`src/design/rtphe_pkg.sv`:
```
// rtphe_pkg: shared types and constants of the RTP header engine.
// No dependencies; imported by every module of the block.
`default_nettype none

package rtphe_pkg;

  // configuration register indexes
  typedef logic [3:0] cfg_idx_t;
  localparam cfg_idx_t REG_MODE_REALTIME   = 4'd0;
  localparam cfg_idx_t REG_MAX_PAYLOAD     = 4'd1;
  localparam cfg_idx_t REG_AUDIO_SSRC      = 4'd2;
  localparam cfg_idx_t REG_VIDEO_SSRC      = 4'd3;
  localparam cfg_idx_t REG_AUDIO_SEQ_START = 4'd4;
  localparam cfg_idx_t REG_VIDEO_SEQ_START = 4'd5;
  localparam cfg_idx_t REG_AUDIO_TS_START  = 4'd6;
  localparam cfg_idx_t REG_VIDEO_TS_START  = 4'd7;

  // register reset values
  localparam logic        MODE_REALTIME_RST = 1'b1;
  localparam logic [10:0] MAX_PAYLOAD_RST   = 11'd1400;
  localparam logic [31:0] AUDIO_SSRC_RST    = 32'd1;
  localparam logic [31:0] VIDEO_SSRC_RST    = 32'd2;
  localparam logic [15:0] SEQ_START_RST     = 16'd1;
  localparam logic [31:0] TS_START_RST      = 32'd1;

  localparam logic [10:0] PAYLOAD_MIN = 11'd1024;
  localparam logic [10:0] PAYLOAD_MAX = 11'd1588;
  localparam logic [10:0] HDR_BYTES   = 11'd12;

  localparam logic [6:0] AUDIO_PAYLOAD_TYPE = 7'd97;
  localparam logic [6:0] VIDEO_PAYLOAD_TYPE = 7'd96;

  // media clock per ms: 16 kHz audio, 90 kHz video
  localparam logic [6:0] AUDIO_CLK_SCALE = 7'd16;
  localparam logic [6:0] VIDEO_CLK_SCALE = 7'd90;

  // x / 1000 == (x * ceil(2^41 / 1000)) >> 41, exact for all 32-bit x
  localparam logic [31:0] RECIP_1000  = 32'd2199023256;
  localparam int          RECIP_SHIFT = 41;
  localparam int          QUOT_W      = 64 - RECIP_SHIFT;

  typedef struct packed {
    logic        mode_realtime;
    logic [10:0] max_payload;
    logic [31:0] audio_ssrc;
    logic [31:0] video_ssrc;
    logic [15:0] audio_seq_start;
    logic [15:0] video_seq_start;
    logic [31:0] audio_ts_start;
    logic [31:0] video_ts_start;
  } cfg_t;

  typedef enum logic [1:0] {
    ST_IDLE,
    ST_SCALE,
    ST_DIVIDE,
    ST_EMIT
  } state_t;

  typedef struct packed {
    logic restart;
    logic load;
    logic scale;
    logic divide;
    logic emit;
  } dp_cmd_t;

  typedef struct packed {
    logic restart_req;
    logic empty_frame;
    logic last_packet;
    logic out_free;
  } dp_stat_t;

endpackage

`default_nettype wire

```
`src/design/rtphe_regs.sv`:
```
// rtphe_regs: configuration register file of the RTP header engine.
// Depends on rtphe_pkg.
`default_nettype none

module rtphe_regs (
  input  logic                clk,
  input  logic                rst,
  input  logic                cfg_valid,
  output logic                cfg_ready,
  input  rtphe_pkg::cfg_idx_t cfg_index,
  input  logic [31:0]         cfg_data,
  output rtphe_pkg::cfg_t     cfg
);
  import rtphe_pkg::*;

  assign cfg_ready = 1'b1;

  always_ff @(posedge clk) begin
    if (rst) begin
      cfg.mode_realtime   <= MODE_REALTIME_RST;
      cfg.max_payload     <= MAX_PAYLOAD_RST;
      cfg.audio_ssrc      <= AUDIO_SSRC_RST;
      cfg.video_ssrc      <= VIDEO_SSRC_RST;
      cfg.audio_seq_start <= SEQ_START_RST;
      cfg.video_seq_start <= SEQ_START_RST;
      cfg.audio_ts_start  <= TS_START_RST;
      cfg.video_ts_start  <= TS_START_RST;
    end else if (cfg_valid && cfg_ready) begin
      case (cfg_index)
        REG_MODE_REALTIME:   cfg.mode_realtime   <= cfg_data[0];
        REG_MAX_PAYLOAD:     cfg.max_payload     <= cfg_data[10:0];
        REG_AUDIO_SSRC:      cfg.audio_ssrc      <= cfg_data;
        REG_VIDEO_SSRC:      cfg.video_ssrc      <= cfg_data;
        REG_AUDIO_SEQ_START: cfg.audio_seq_start <= cfg_data[15:0];
        REG_VIDEO_SEQ_START: cfg.video_seq_start <= cfg_data[15:0];
        REG_AUDIO_TS_START:  cfg.audio_ts_start  <= cfg_data;
        REG_VIDEO_TS_START:  cfg.video_ts_start  <= cfg_data;
        default: ;
      endcase
    end
  end

endmodule

`default_nettype wire

```
`src/design/rtphe_ctrl.sv`:
```
// rtphe_ctrl: sequencing state machine of the RTP header engine.
// Depends on rtphe_pkg; drives rtphe_dp through dp_cmd_t.
`default_nettype none

module rtphe_ctrl (
  input  logic                clk,
  input  logic                rst,
  input  logic                frame_valid,
  output logic                frame_stall,
  input  rtphe_pkg::dp_stat_t stat,
  output rtphe_pkg::dp_cmd_t  ctl
);
  import rtphe_pkg::*;

  state_t state, state_next;

  always_ff @(posedge clk) begin
    if (rst) begin
      state <= ST_IDLE;
    end else begin
      state <= state_next;
    end
  end

  always_comb begin
    state_next  = state;
    ctl         = '0;
    frame_stall = (state != ST_IDLE);
    case (state)
      ST_IDLE: begin
        if (frame_valid) begin
          if (stat.restart_req) begin
            ctl.restart = 1'b1;
          end else if (!stat.empty_frame) begin
            ctl.load   = 1'b1;
            state_next = ST_SCALE;
          end
        end
      end
      ST_SCALE: begin
        ctl.scale  = 1'b1;
        state_next = ST_DIVIDE;
      end
      ST_DIVIDE: begin
        ctl.divide = 1'b1;
        state_next = ST_EMIT;
      end
      ST_EMIT: begin
        if (stat.out_free) begin
          ctl.emit = 1'b1;
          if (stat.last_packet) begin
            state_next = ST_IDLE;
          end
        end
      end
      default: state_next = ST_IDLE;
    endcase
  end

endmodule

`default_nettype wire

```
`src/design/rtphe_dp.sv`:
```
// rtphe_dp: session state, timestamp arithmetic and packet output register.
// Depends on rtphe_pkg; sequenced by rtphe_ctrl.
`default_nettype none

module rtphe_dp (
  input  logic                clk,
  input  logic                rst,
  input  rtphe_pkg::cfg_t     cfg,
  input  rtphe_pkg::dp_cmd_t  ctl,
  output rtphe_pkg::dp_stat_t stat,
  input  logic                cmd,
  input  logic                stream_sel,
  input  logic [31:0]         frame_time,
  input  logic [15:0]         frame_size,
  output logic                pkt_valid,
  input  logic                pkt_stall,
  output logic                stream_id,
  output logic [15:0]         seq_number,
  output logic [31:0]         rtp_timestamp,
  output logic [31:0]         ssrc_out,
  output logic [6:0]          payload_kind,
  output logic                marker,
  output logic [15:0]         payload_offset,
  output logic [10:0]         payload_length,
  output logic [10:0]         packet_length,
  output logic [31:0]         packet_total,
  output logic [31:0]         octet_total
);
  import rtphe_pkg::*;

  // per-session state, index 0 audio, 1 video
  logic [15:0] seq     [2];
  logic [31:0] ts_base [2];
  logic [31:0] pkt_cnt [2];
  logic [31:0] oct_cnt [2];

  // current frame
  logic        sel;
  logic [31:0] ftime;
  logic [15:0] remain;
  logic [15:0] offset;
  logic [31:0] scaled;
  logic [63:0] prod;

  logic [10:0]       limit;
  logic [10:0]       len;
  logic [15:0]       len16;
  logic              last;
  logic [6:0]        factor;
  logic [38:0]       scale_full;
  logic [63:0]       prod_full;
  logic [QUOT_W-1:0] quot;
  logic [31:0]       ts_val;
  logic [31:0]       pkt_next;
  logic [31:0]       oct_next;

  always_comb begin
    if (cfg.max_payload < PAYLOAD_MIN) begin
      limit = PAYLOAD_MIN;
    end else if (cfg.max_payload > PAYLOAD_MAX) begin
      limit = PAYLOAD_MAX;
    end else begin
      limit = cfg.max_payload;
    end
  end

  assign last  = (remain <= {5'b0, limit});
  assign len   = last ? remain[10:0] : limit;
  assign len16 = {5'b0, len};

  assign factor     = sel ? VIDEO_CLK_SCALE : AUDIO_CLK_SCALE;
  assign scale_full = {7'b0, ftime} * {32'b0, factor};
  assign prod_full  = {32'b0, scaled} * {32'b0, RECIP_1000};
  assign quot       = prod[63:RECIP_SHIFT];

  assign ts_val   = cfg.mode_realtime ? ts_base[sel] + {{(32-QUOT_W){1'b0}}, quot}
                                      : ts_base[sel];
  assign pkt_next = pkt_cnt[sel] + 32'd1;
  assign oct_next = oct_cnt[sel] + {21'b0, len};

  assign stat.restart_req = !cmd;
  assign stat.empty_frame = (frame_size == 16'd0);
  assign stat.last_packet = last;
  assign stat.out_free    = !pkt_valid || !pkt_stall;

  // control and session state
  always_ff @(posedge clk) begin
    if (rst) begin
      pkt_valid <= 1'b0;
      for (int i = 0; i < 2; i++) begin
        seq[i]     <= SEQ_START_RST;
        ts_base[i] <= TS_START_RST;
        pkt_cnt[i] <= '0;
        oct_cnt[i] <= '0;
      end
    end else begin
      if (ctl.emit) begin
        pkt_valid <= 1'b1;
      end else if (!pkt_stall) begin
        pkt_valid <= 1'b0;
      end
      if (ctl.restart) begin
        seq[0]     <= cfg.audio_seq_start;
        seq[1]     <= cfg.video_seq_start;
        ts_base[0] <= cfg.audio_ts_start;
        ts_base[1] <= cfg.video_ts_start;
        pkt_cnt[0] <= '0;
        pkt_cnt[1] <= '0;
        oct_cnt[0] <= '0;
        oct_cnt[1] <= '0;
      end
      if (ctl.emit) begin
        seq[sel]     <= seq[sel] + 16'd1;
        pkt_cnt[sel] <= pkt_next;
        oct_cnt[sel] <= oct_next;
        if (last && !cfg.mode_realtime) begin
          ts_base[sel] <= ts_base[sel] + scaled;
        end
      end
    end
  end

  // frame working registers and output payload
  always_ff @(posedge clk) begin
    if (ctl.load) begin
      sel    <= stream_sel;
      ftime  <= frame_time;
      remain <= frame_size;
      offset <= '0;
    end
    if (ctl.scale) begin
      scaled <= scale_full[31:0];
    end
    if (ctl.divide) begin
      prod <= prod_full;
    end
    if (ctl.emit) begin
      remain         <= remain - len16;
      offset         <= offset + len16;
      stream_id      <= sel;
      seq_number     <= seq[sel];
      rtp_timestamp  <= ts_val;
      ssrc_out       <= sel ? cfg.video_ssrc : cfg.audio_ssrc;
      payload_kind   <= sel ? VIDEO_PAYLOAD_TYPE : AUDIO_PAYLOAD_TYPE;
      marker         <= last;
      payload_offset <= offset;
      payload_length <= len;
      packet_length  <= len + HDR_BYTES;
      packet_total   <= pkt_next;
      octet_total    <= oct_next;
    end
  end

`ifndef SYNTHESIS
  a_emit_needs_room: assert property (@(posedge clk) disable iff (rst)
    ctl.emit |-> (!pkt_valid || !pkt_stall))
    else $error("packet issued over an unaccepted packet");

  a_last_drains: assert property (@(posedge clk) disable iff (rst)
    (ctl.emit && last) |=> (remain == 16'd0))
    else $error("bytes left after marker packet");

  a_marker_tracks_last: assert property (@(posedge clk) disable iff (rst)
    ctl.emit |=> (marker == $past(last)))
    else $error("marker does not match end of frame");

  a_nonempty_payload: assert property (@(posedge clk) disable iff (rst)
    ctl.emit |-> (len != 11'd0))
    else $error("zero-length packet issued");
`endif

endmodule

`default_nettype wire

```
`src/design/rtp_packetizer_header_engine_core.sv`:
```
// Top level of the RTP packetizer header engine: splits frame descriptors into
// RTP header records. Depends on rtphe_pkg, rtphe_regs, rtphe_ctrl, rtphe_dp.
// A loaded frame steps through a scale multiply and a reciprocal multiply, then
// the output register issues one header per free output cycle; frame_stall is
// held from the scale step until the marker packet of the frame is issued.
// Restart and empty-frame transactions are taken in idle without leaving it.
// Reset (rst, synchronous) loads register defaults and session start values.
`default_nettype none

module rtp_packetizer_header_engine_core (
  input  logic                clk,
  input  logic                rst,

  // configuration write channel
  input  logic                cfg_valid,
  output logic                cfg_ready,
  input  rtphe_pkg::cfg_idx_t cfg_index,
  input  logic [31:0]         cfg_data,

  // frame descriptor channel
  input  logic                frame_valid,
  output logic                frame_stall,
  input  logic                cmd,
  input  logic                stream_sel,
  input  logic [31:0]         frame_time,
  input  logic [15:0]         frame_size,

  // packet header channel
  output logic                pkt_valid,
  input  logic                pkt_stall,
  output logic                stream_id,
  output logic [15:0]         seq_number,
  output logic [31:0]         rtp_timestamp,
  output logic [31:0]         ssrc_out,
  output logic [6:0]          payload_kind,
  output logic                marker,
  output logic [15:0]         payload_offset,
  output logic [10:0]         payload_length,
  output logic [10:0]         packet_length,
  output logic [31:0]         packet_total,
  output logic [31:0]         octet_total
);
  import rtphe_pkg::*;

  cfg_t     cfg;
  dp_cmd_t  ctl;
  dp_stat_t stat;

  // register file; writes are only expected between frames
  rtphe_regs u_regs (
    .clk       (clk),
    .rst       (rst),
    .cfg_valid (cfg_valid),
    .cfg_ready (cfg_ready),
    .cfg_index (cfg_index),
    .cfg_data  (cfg_data),
    .cfg       (cfg)
  );

  // sequencer: idle -> scale -> divide -> emit (one packet per free cycle)
  rtphe_ctrl u_ctrl (
    .clk         (clk),
    .rst         (rst),
    .frame_valid (frame_valid),
    .frame_stall (frame_stall),
    .stat        (stat),
    .ctl         (ctl)
  );

  // session counters, timestamp math and the output register
  rtphe_dp u_dp (
    .clk            (clk),
    .rst            (rst),
    .cfg            (cfg),
    .ctl            (ctl),
    .stat           (stat),
    .cmd            (cmd),
    .stream_sel     (stream_sel),
    .frame_time     (frame_time),
    .frame_size     (frame_size),
    .pkt_valid      (pkt_valid),
    .pkt_stall      (pkt_stall),
    .stream_id      (stream_id),
    .seq_number     (seq_number),
    .rtp_timestamp  (rtp_timestamp),
    .ssrc_out       (ssrc_out),
    .payload_kind   (payload_kind),
    .marker         (marker),
    .payload_offset (payload_offset),
    .payload_length (payload_length),
    .packet_length  (packet_length),
    .packet_total   (packet_total),
    .octet_total    (octet_total)
  );

endmodule

`default_nettype wire
```
`config.mk`:
```
export PLATFORM = sky130hd
export DESIGN_NAME = rtp_packetizer_header_engine_core
export DESIGN_NICKNAME = d
export VERILOG_FILES = /design/src/design/rtphe_pkg.sv /design/src/design/rtphe_regs.sv /design/src/design/rtphe_ctrl.sv /design/src/design/rtphe_dp.sv /design/src/design/rtp_packetizer_header_engine_core.sv
export SDC_FILE = /design/constraint.sdc
export NUM_CORES = 2
export LEC_CHECK = 0
export BUFFER_PORTS_ARGS = -buffer_cell sky130_fd_sc_hd__buf_4
export CORE_MARGIN = 4
export CORE_UTILIZATION = 50
export DETAILED_ROUTE_END_ITERATION = 12
export PLACE_DENSITY_LB_ADDON = 0.1
export SETUP_SLACK_MARGIN = 0.02
export SYNTH_ARGS = -nofsm -noshare
export SYNTH_HDL_FRONTEND = slang
export SYNTH_HIERARCHICAL = 1
export SYNTH_SLANG_ARGS = --single-unit
```
`constraint.sdc`:
```
create_clock -name clk -period 11.5 [get_ports clk]
set_input_delay 1.725 -clock clk [delete_from_list [all_inputs] [get_ports clk]]
set_output_delay 1.725 -clock clk [all_outputs]
set_load 0.02 [all_outputs]
```
Yosys cells after proc, flatten, opt, wreduce, memory -nomap -nowiden
Memories as Yosys holds them, arrays and structs flattened. A register that Yosys moved wholly into a read port is not among the register bits.
Index checks and enable logic that the tools add are counted.
Operators by class
  reductions and logical operators: 23
  $lt $le $gt $ge: 3
  multiplexer cells: 64
  multipliers: 2
  add/subtract/negate cells: 8
  eq/ne operators: 16
  bitwise logic cells: 8
Operator list (count)
  32-bit two-way mux: 11
  16-bit two-way mux: 7
  32-bit OR reduction: 3
  32-bit by 29-bit multiplier with 61-bit output (second input constant): 1
  1-bit two-way mux: 34
  11-bit two-way mux: 3
  32-bit by 1-bit adder with 32-bit output (second input constant): 1
  32-bit by 11-bit adder with 32-bit output: 1
  32-bit by 23-bit adder with 32-bit output: 1
  32-bit adder: 1
  32-bit by 7-bit multiplier with 32-bit output: 1
  16-bit by 1-bit adder with 16-bit output (second input constant): 1
  16-bit by 11-bit adder with 16-bit output: 1
  4-bit by 3-bit == test with 1-bit output (second input constant): 4
  16-bit by 11-bit less-or-equal comparator with 1-bit output: 1
  16-bit zero test: 1
  2-bit AND reduction: 8
  16-bit OR reduction: 1
  16-bit by 11-bit subtractor with 16-bit output: 1
  2-bit two-way mux: 7
  11-bit by 4-bit adder with 11-bit output (second input constant): 1
  11-bit > comparator (second input constant): 1
  11-bit less-than comparator (second input constant): 1
  4-bit by 2-bit == test with 1-bit output (second input constant): 2
  15 further kinds: 30
Storage, ports and cells
  output and inout port bits: 194
  input port bits: 91
  register bits: 524
  memories: 4
  memory bits (writable): 224
Memory list
  u_dp.oct_cnt: words 2, bits a word 32, rd ports 1, clocked after Yosys merged registers in 1, wr ports 2, RTL line rtphe_dp.sv:35  | logic [31:0] oct_cnt [2];
  u_dp.pkt_cnt: words 2, bits a word 32, rd ports 1, clocked after Yosys merged registers in 1, wr ports 2, RTL line rtphe_dp.sv:34  | logic [31:0] pkt_cnt [2];
  u_dp.ts_base: words 2, bits a word 32, rd ports 1, clocked after Yosys merged registers in 1, wr ports 2, RTL line rtphe_dp.sv:33  | logic [31:0] ts_base [2];
  u_dp.seq: words 2, bits a word 16, rd ports 1, clocked after Yosys merged registers in 1, wr ports 2, RTL line rtphe_dp.sv:32  | logic [15:0] seq [2];

Longest topological paths before layout
  word-level depth: 11
  gate-level depth with buffers: 29

Modules after synthesis
Netlist, hierarchy kept.
By module, submodules not included
  rtphe_dp: sequential area each 15805.2 µm², times used 1, area an instance 43661.9 µm², cells each 3934
  rtphe_regs: sequential area each 3443.3 µm², times used 1, area an instance 6800.3 µm², cells each 611
  rtphe_ctrl: sequential area each 40.0 µm², times used 1, area an instance 202.7 µm², cells each 23

Worst setup path before layout
Ideal clock, no wire load.
  path kind: input to register
  start point: input pkt_stall
  end point: memory u_dp.oct_cnt[0][0], enable pin
  data arrival time: 7.160 ns
  path buffers: 4
  path slack: 3.899 ns
  cell stages on the path: 9
  path through: nand2_1 and2_2 clkbuf_1 inv_2 or3_1 clkbuf_1 clkbuf_1 buf_1 nand2_1
RTL lines
  start, declared: RTL line rtp_packetizer_header_engine_core.sv:30  | input logic pkt_stall,
  end, declared: RTL line rtphe_dp.sv:35

Final worst setup path
  start point: register u_dp.scaled[19]
  end point: register u_dp.prod[59], data pin
Between the ends
  word-level cells in the longest chain between the ends: 1
RTL lines
  start, declared: RTL line rtphe_dp.sv:42  | logic [31:0] scaled;
  start signal, assigned: RTL line rtphe_dp.sv:132  | scaled <= scale_full[31:0];
  32-bit by 29-bit multiplier with 61-bit output: RTL line rtphe_dp.sv:73  | assign prod_full = {32'b0, scaled} * {32'b0, RECIP_1000};
  net u_dp.prod_full[59]: RTL line rtphe_dp.sv:51  | logic [63:0] prod_full;
  end signal, assigned: RTL line rtphe_dp.sv:135  | prod <= prod_full;
  end, declared: RTL line rtphe_dp.sv:43  | logic [63:0] prod;
The timed path passes the listed nets, and every way through them passes these cells.
A chain may end at the register's enable or synchronous reset.

==> flow_summary.toml <==
[cts]
cts_root_buf = "clkbuf_16"
cts-resized-gates = 0
cts_tree = "yes"
path_clk_slew_ns = 0.06
insertion_delay_ns = 0.67
postCtsHoldBufs = 0
post_cts_buffers = 0
htree_levels = 3
cts_made_buffers = 81
cts_buffer_depth = 3
clock-sinks = 701

[final_layout]
synthToLayoutAreaGrowth_pct = 12.31
multi_input_area_um2 = 28120
drive_gt1_share_pct = 12.03
fill_cells = 8641
antennaDiodeCount = 0
seq_area_um2 = 19290
nNetsFinal = 5866

[setup_path]
cp_max_fo = 11
r2r_start = "u_dp/scaled[19]"
worst_ep_arrival_time_ns = 8.85
critPathLaunchType = "flop"
rrSetupSlack_ns = 3.10
crit_type = "flop to flop"
cp.required_ns = 11.95
endpoint_kind = "flop"
r2r-end = "u_dp/prod[59]"
reg2reg_depth = 23

[timing]
hold_violations = 0
worst_slack_ns = 3.096
final_max_slew_viol_count = 0
setup_tns_ns = 0
min_period_ns = 8.404
period_share_pct = 73.08
worstMarginPinSlew_ns = 1.151
grt_setup_unrepaired = "no"
max_freq_mhz = 119.0
fin_skew_ns = 0.03777
hold_slack_ns = 0.4568
setup-violations-final = 0
relSlewSlack_pct = 23.26

[synth]
yosys.area.top_type_share_pct = 31.12
synthDistinctLibCells = 88
ys_warn_count = 6
synth_commonest_cells = "inv_1, ha_1, edfxtp_1"
synth_edf_count = 525
ys_seq_area_share_pct = 38.07
syn_area_um2 = 50660
synth.most_common_cell = "inv_1"
synth-main-ff-cell = "edfxtp_1"
yosys.area.top_type = "edfxtp_1"
synthArstFlopShare_pct = 0
yosys-top-cells-area = "edfxtp_1, ha_1, fa_1"
avgSynthCellArea_um2 = 11.09
yosys_register_bits = 701
syn_inst = 4568

[route]
wl_met1_um = 56380
drc_errors = 0
vias_per_cell = 5.304
num_vias = 33220
wl_met3_um = 5155
routed_wirelength_um = 122600
drt_iter0_drc = 2125
top_layer = "met4"
dr_wl_met2_um = 57790
firstDrtPassIters = 5
ant_nets = 0
wire_per_inst_um = 19.57

[min_path]
hp-class = "flop to flop"
min_path_cells = 0
min_to = "u_dp/payload_offset[0]"
hold_start = "u_dp/offset[0]"

[placement]
dp_slack_ns = 3.250
dp.final_hpwl_um = 91970
gp_congestion = 0.8893
io_buffers = 276

[die]
rows = 116
die-area_um2 = 106500
die_h_um = 326.3
core_area_um2 = 100300
die_w_um = 326.3
io_pins = 285
start_util_pct = 50.52

[grt]
grt-ovfl-total = 0
grt_max_degree = 98
grt_pass1_wl_um = 192400
track_usage_pct = 23.10
grt_pass1_vias = 33920
antenna_found_initial = 1

[job]
cap_viol_max_count = 0

[status]
status = "completed"
==> per-layer routing <==
| layer | track usage, % | vias up |
|---|---|---|
| met5 | 0 | - |
| met1 | 32.14 | 16330 |
| li1 | - | 16110 |
| met3 | 2.858 | 141 |
| met2 | 38.36 | 635 |
| met4 | 6.358 | 0 |
==> flip-flops by register name (all words and copies together) (netlist names), 2 cells and up, named ones only <==
signal,cells
u_regs/cfg,172
u_dp/oct_cnt,64
u_dp/pkt_cnt,64
u_dp/ts_base,64
u_dp/octet_total,32
u_dp/packet_total,32
u_dp/rtp_timestamp,32
u_dp/seq,32
u_dp/ssrc_out,32
u_dp/ftime,31
u_dp/scaled,31
u_dp/prod,23
u_dp/offset,16
u_dp/payload_offset,16
u_dp/remain,16
u_dp/seq_number,16
u_dp/payload_length,11
u_dp/packet_length,9
u_ctrl/state,2
==> cells in the final DEF (no fill, tap or decap), types with 174 or more instances in the layout <==
| cell | count |
|---|---|
| nor2_1 | 252 |
| o21ai_0 | 179 |
| dfxtp_1 | 174 |
| inv_1 | 702 |
| fa_1 | 343 |
| edfxtp_1 | 525 |
| nand2b_1 | 207 |
| buf_4 | 322 |
| mux2i_1 | 226 |
| ha_1 | 593 |
==> how the worst max path moves through the flow <==
stage	start	endpoint	slack [ns]	cells past startpoint
final	u_dp/scaled[19]	u_dp/prod[59]	3.10	23
after global routing	u_dp/scaled[17]	u_dp/prod[59]	2.62	23
after CTS	u_dp/scaled[19]	u_dp/prod[59]	3.22	23
after detailed placement	u_dp/scaled[19]	u_dp/prod[59]	3.25	23
after global placement	u_dp/scaled[19]	u_dp/prod[59]	3.38	23
after floorplan	pkt_stall	u_dp/oct_cnt[0][0]	3.90	9
==> critical path, stage by stage (launching register included) <==
cell      delay [ns]
edfxtp_1        1.02
ha_1            0.43
fa_1            0.39
fa_1            0.49
inv_1           0.05
fa_1            0.47
inv_1           0.05
fa_1            0.48
fa_1            0.51
fa_1            0.49
inv_1           0.06
fa_1            0.48
inv_1           0.05
ha_1            0.35
nand3_1         0.16
nor3_1          0.30
nand4_1         0.15
a211oi_1        0.59
o21ai_0         0.33
and2_1          0.27
o21ai_0         0.32
nor2_1          0.18
o21a_1          0.23
o311ai_0        0.30
==> metrics by stage <==
step                cell area, um^2  instances  util, %
finish                        56900       6263    56.73
global route                  56900       6263    56.73
CTS                           56900       6263    56.73
detailed placement            54170       6113    54.01
global placement              54170       6113    54.01
floorplan                     50680       4573        -
==> area by class of cell <==
class / count / share of cell area, %
clock inverter: 52 / 1.036
multi-input combinational: 3030 / 49.42
clock buffer: 98 / 3.762
timing repair buffer: 322 / 4.248
sequential: 701 / 33.91
tap: 1357 / 2.984
inverter: 703 / 4.638
==> kinds of logic (layout without fill, tap and decap cells) <==
logic type	after synthesis	after routing	share of synthesized area (%)
fa+ha+maj	936	936	28.20
compound gates	567	567	6.959
mux	314	314	6.421
other cells	3	8	0.02222
xor+xnor	206	206	3.561
simple gates	999	999	10.20
buf+inv	842	1175	6.569
flops	701	701	38.07
Power is not shown: default switching activity piles up to over one toggle a cycle in this logic, so the estimate is an artifact.
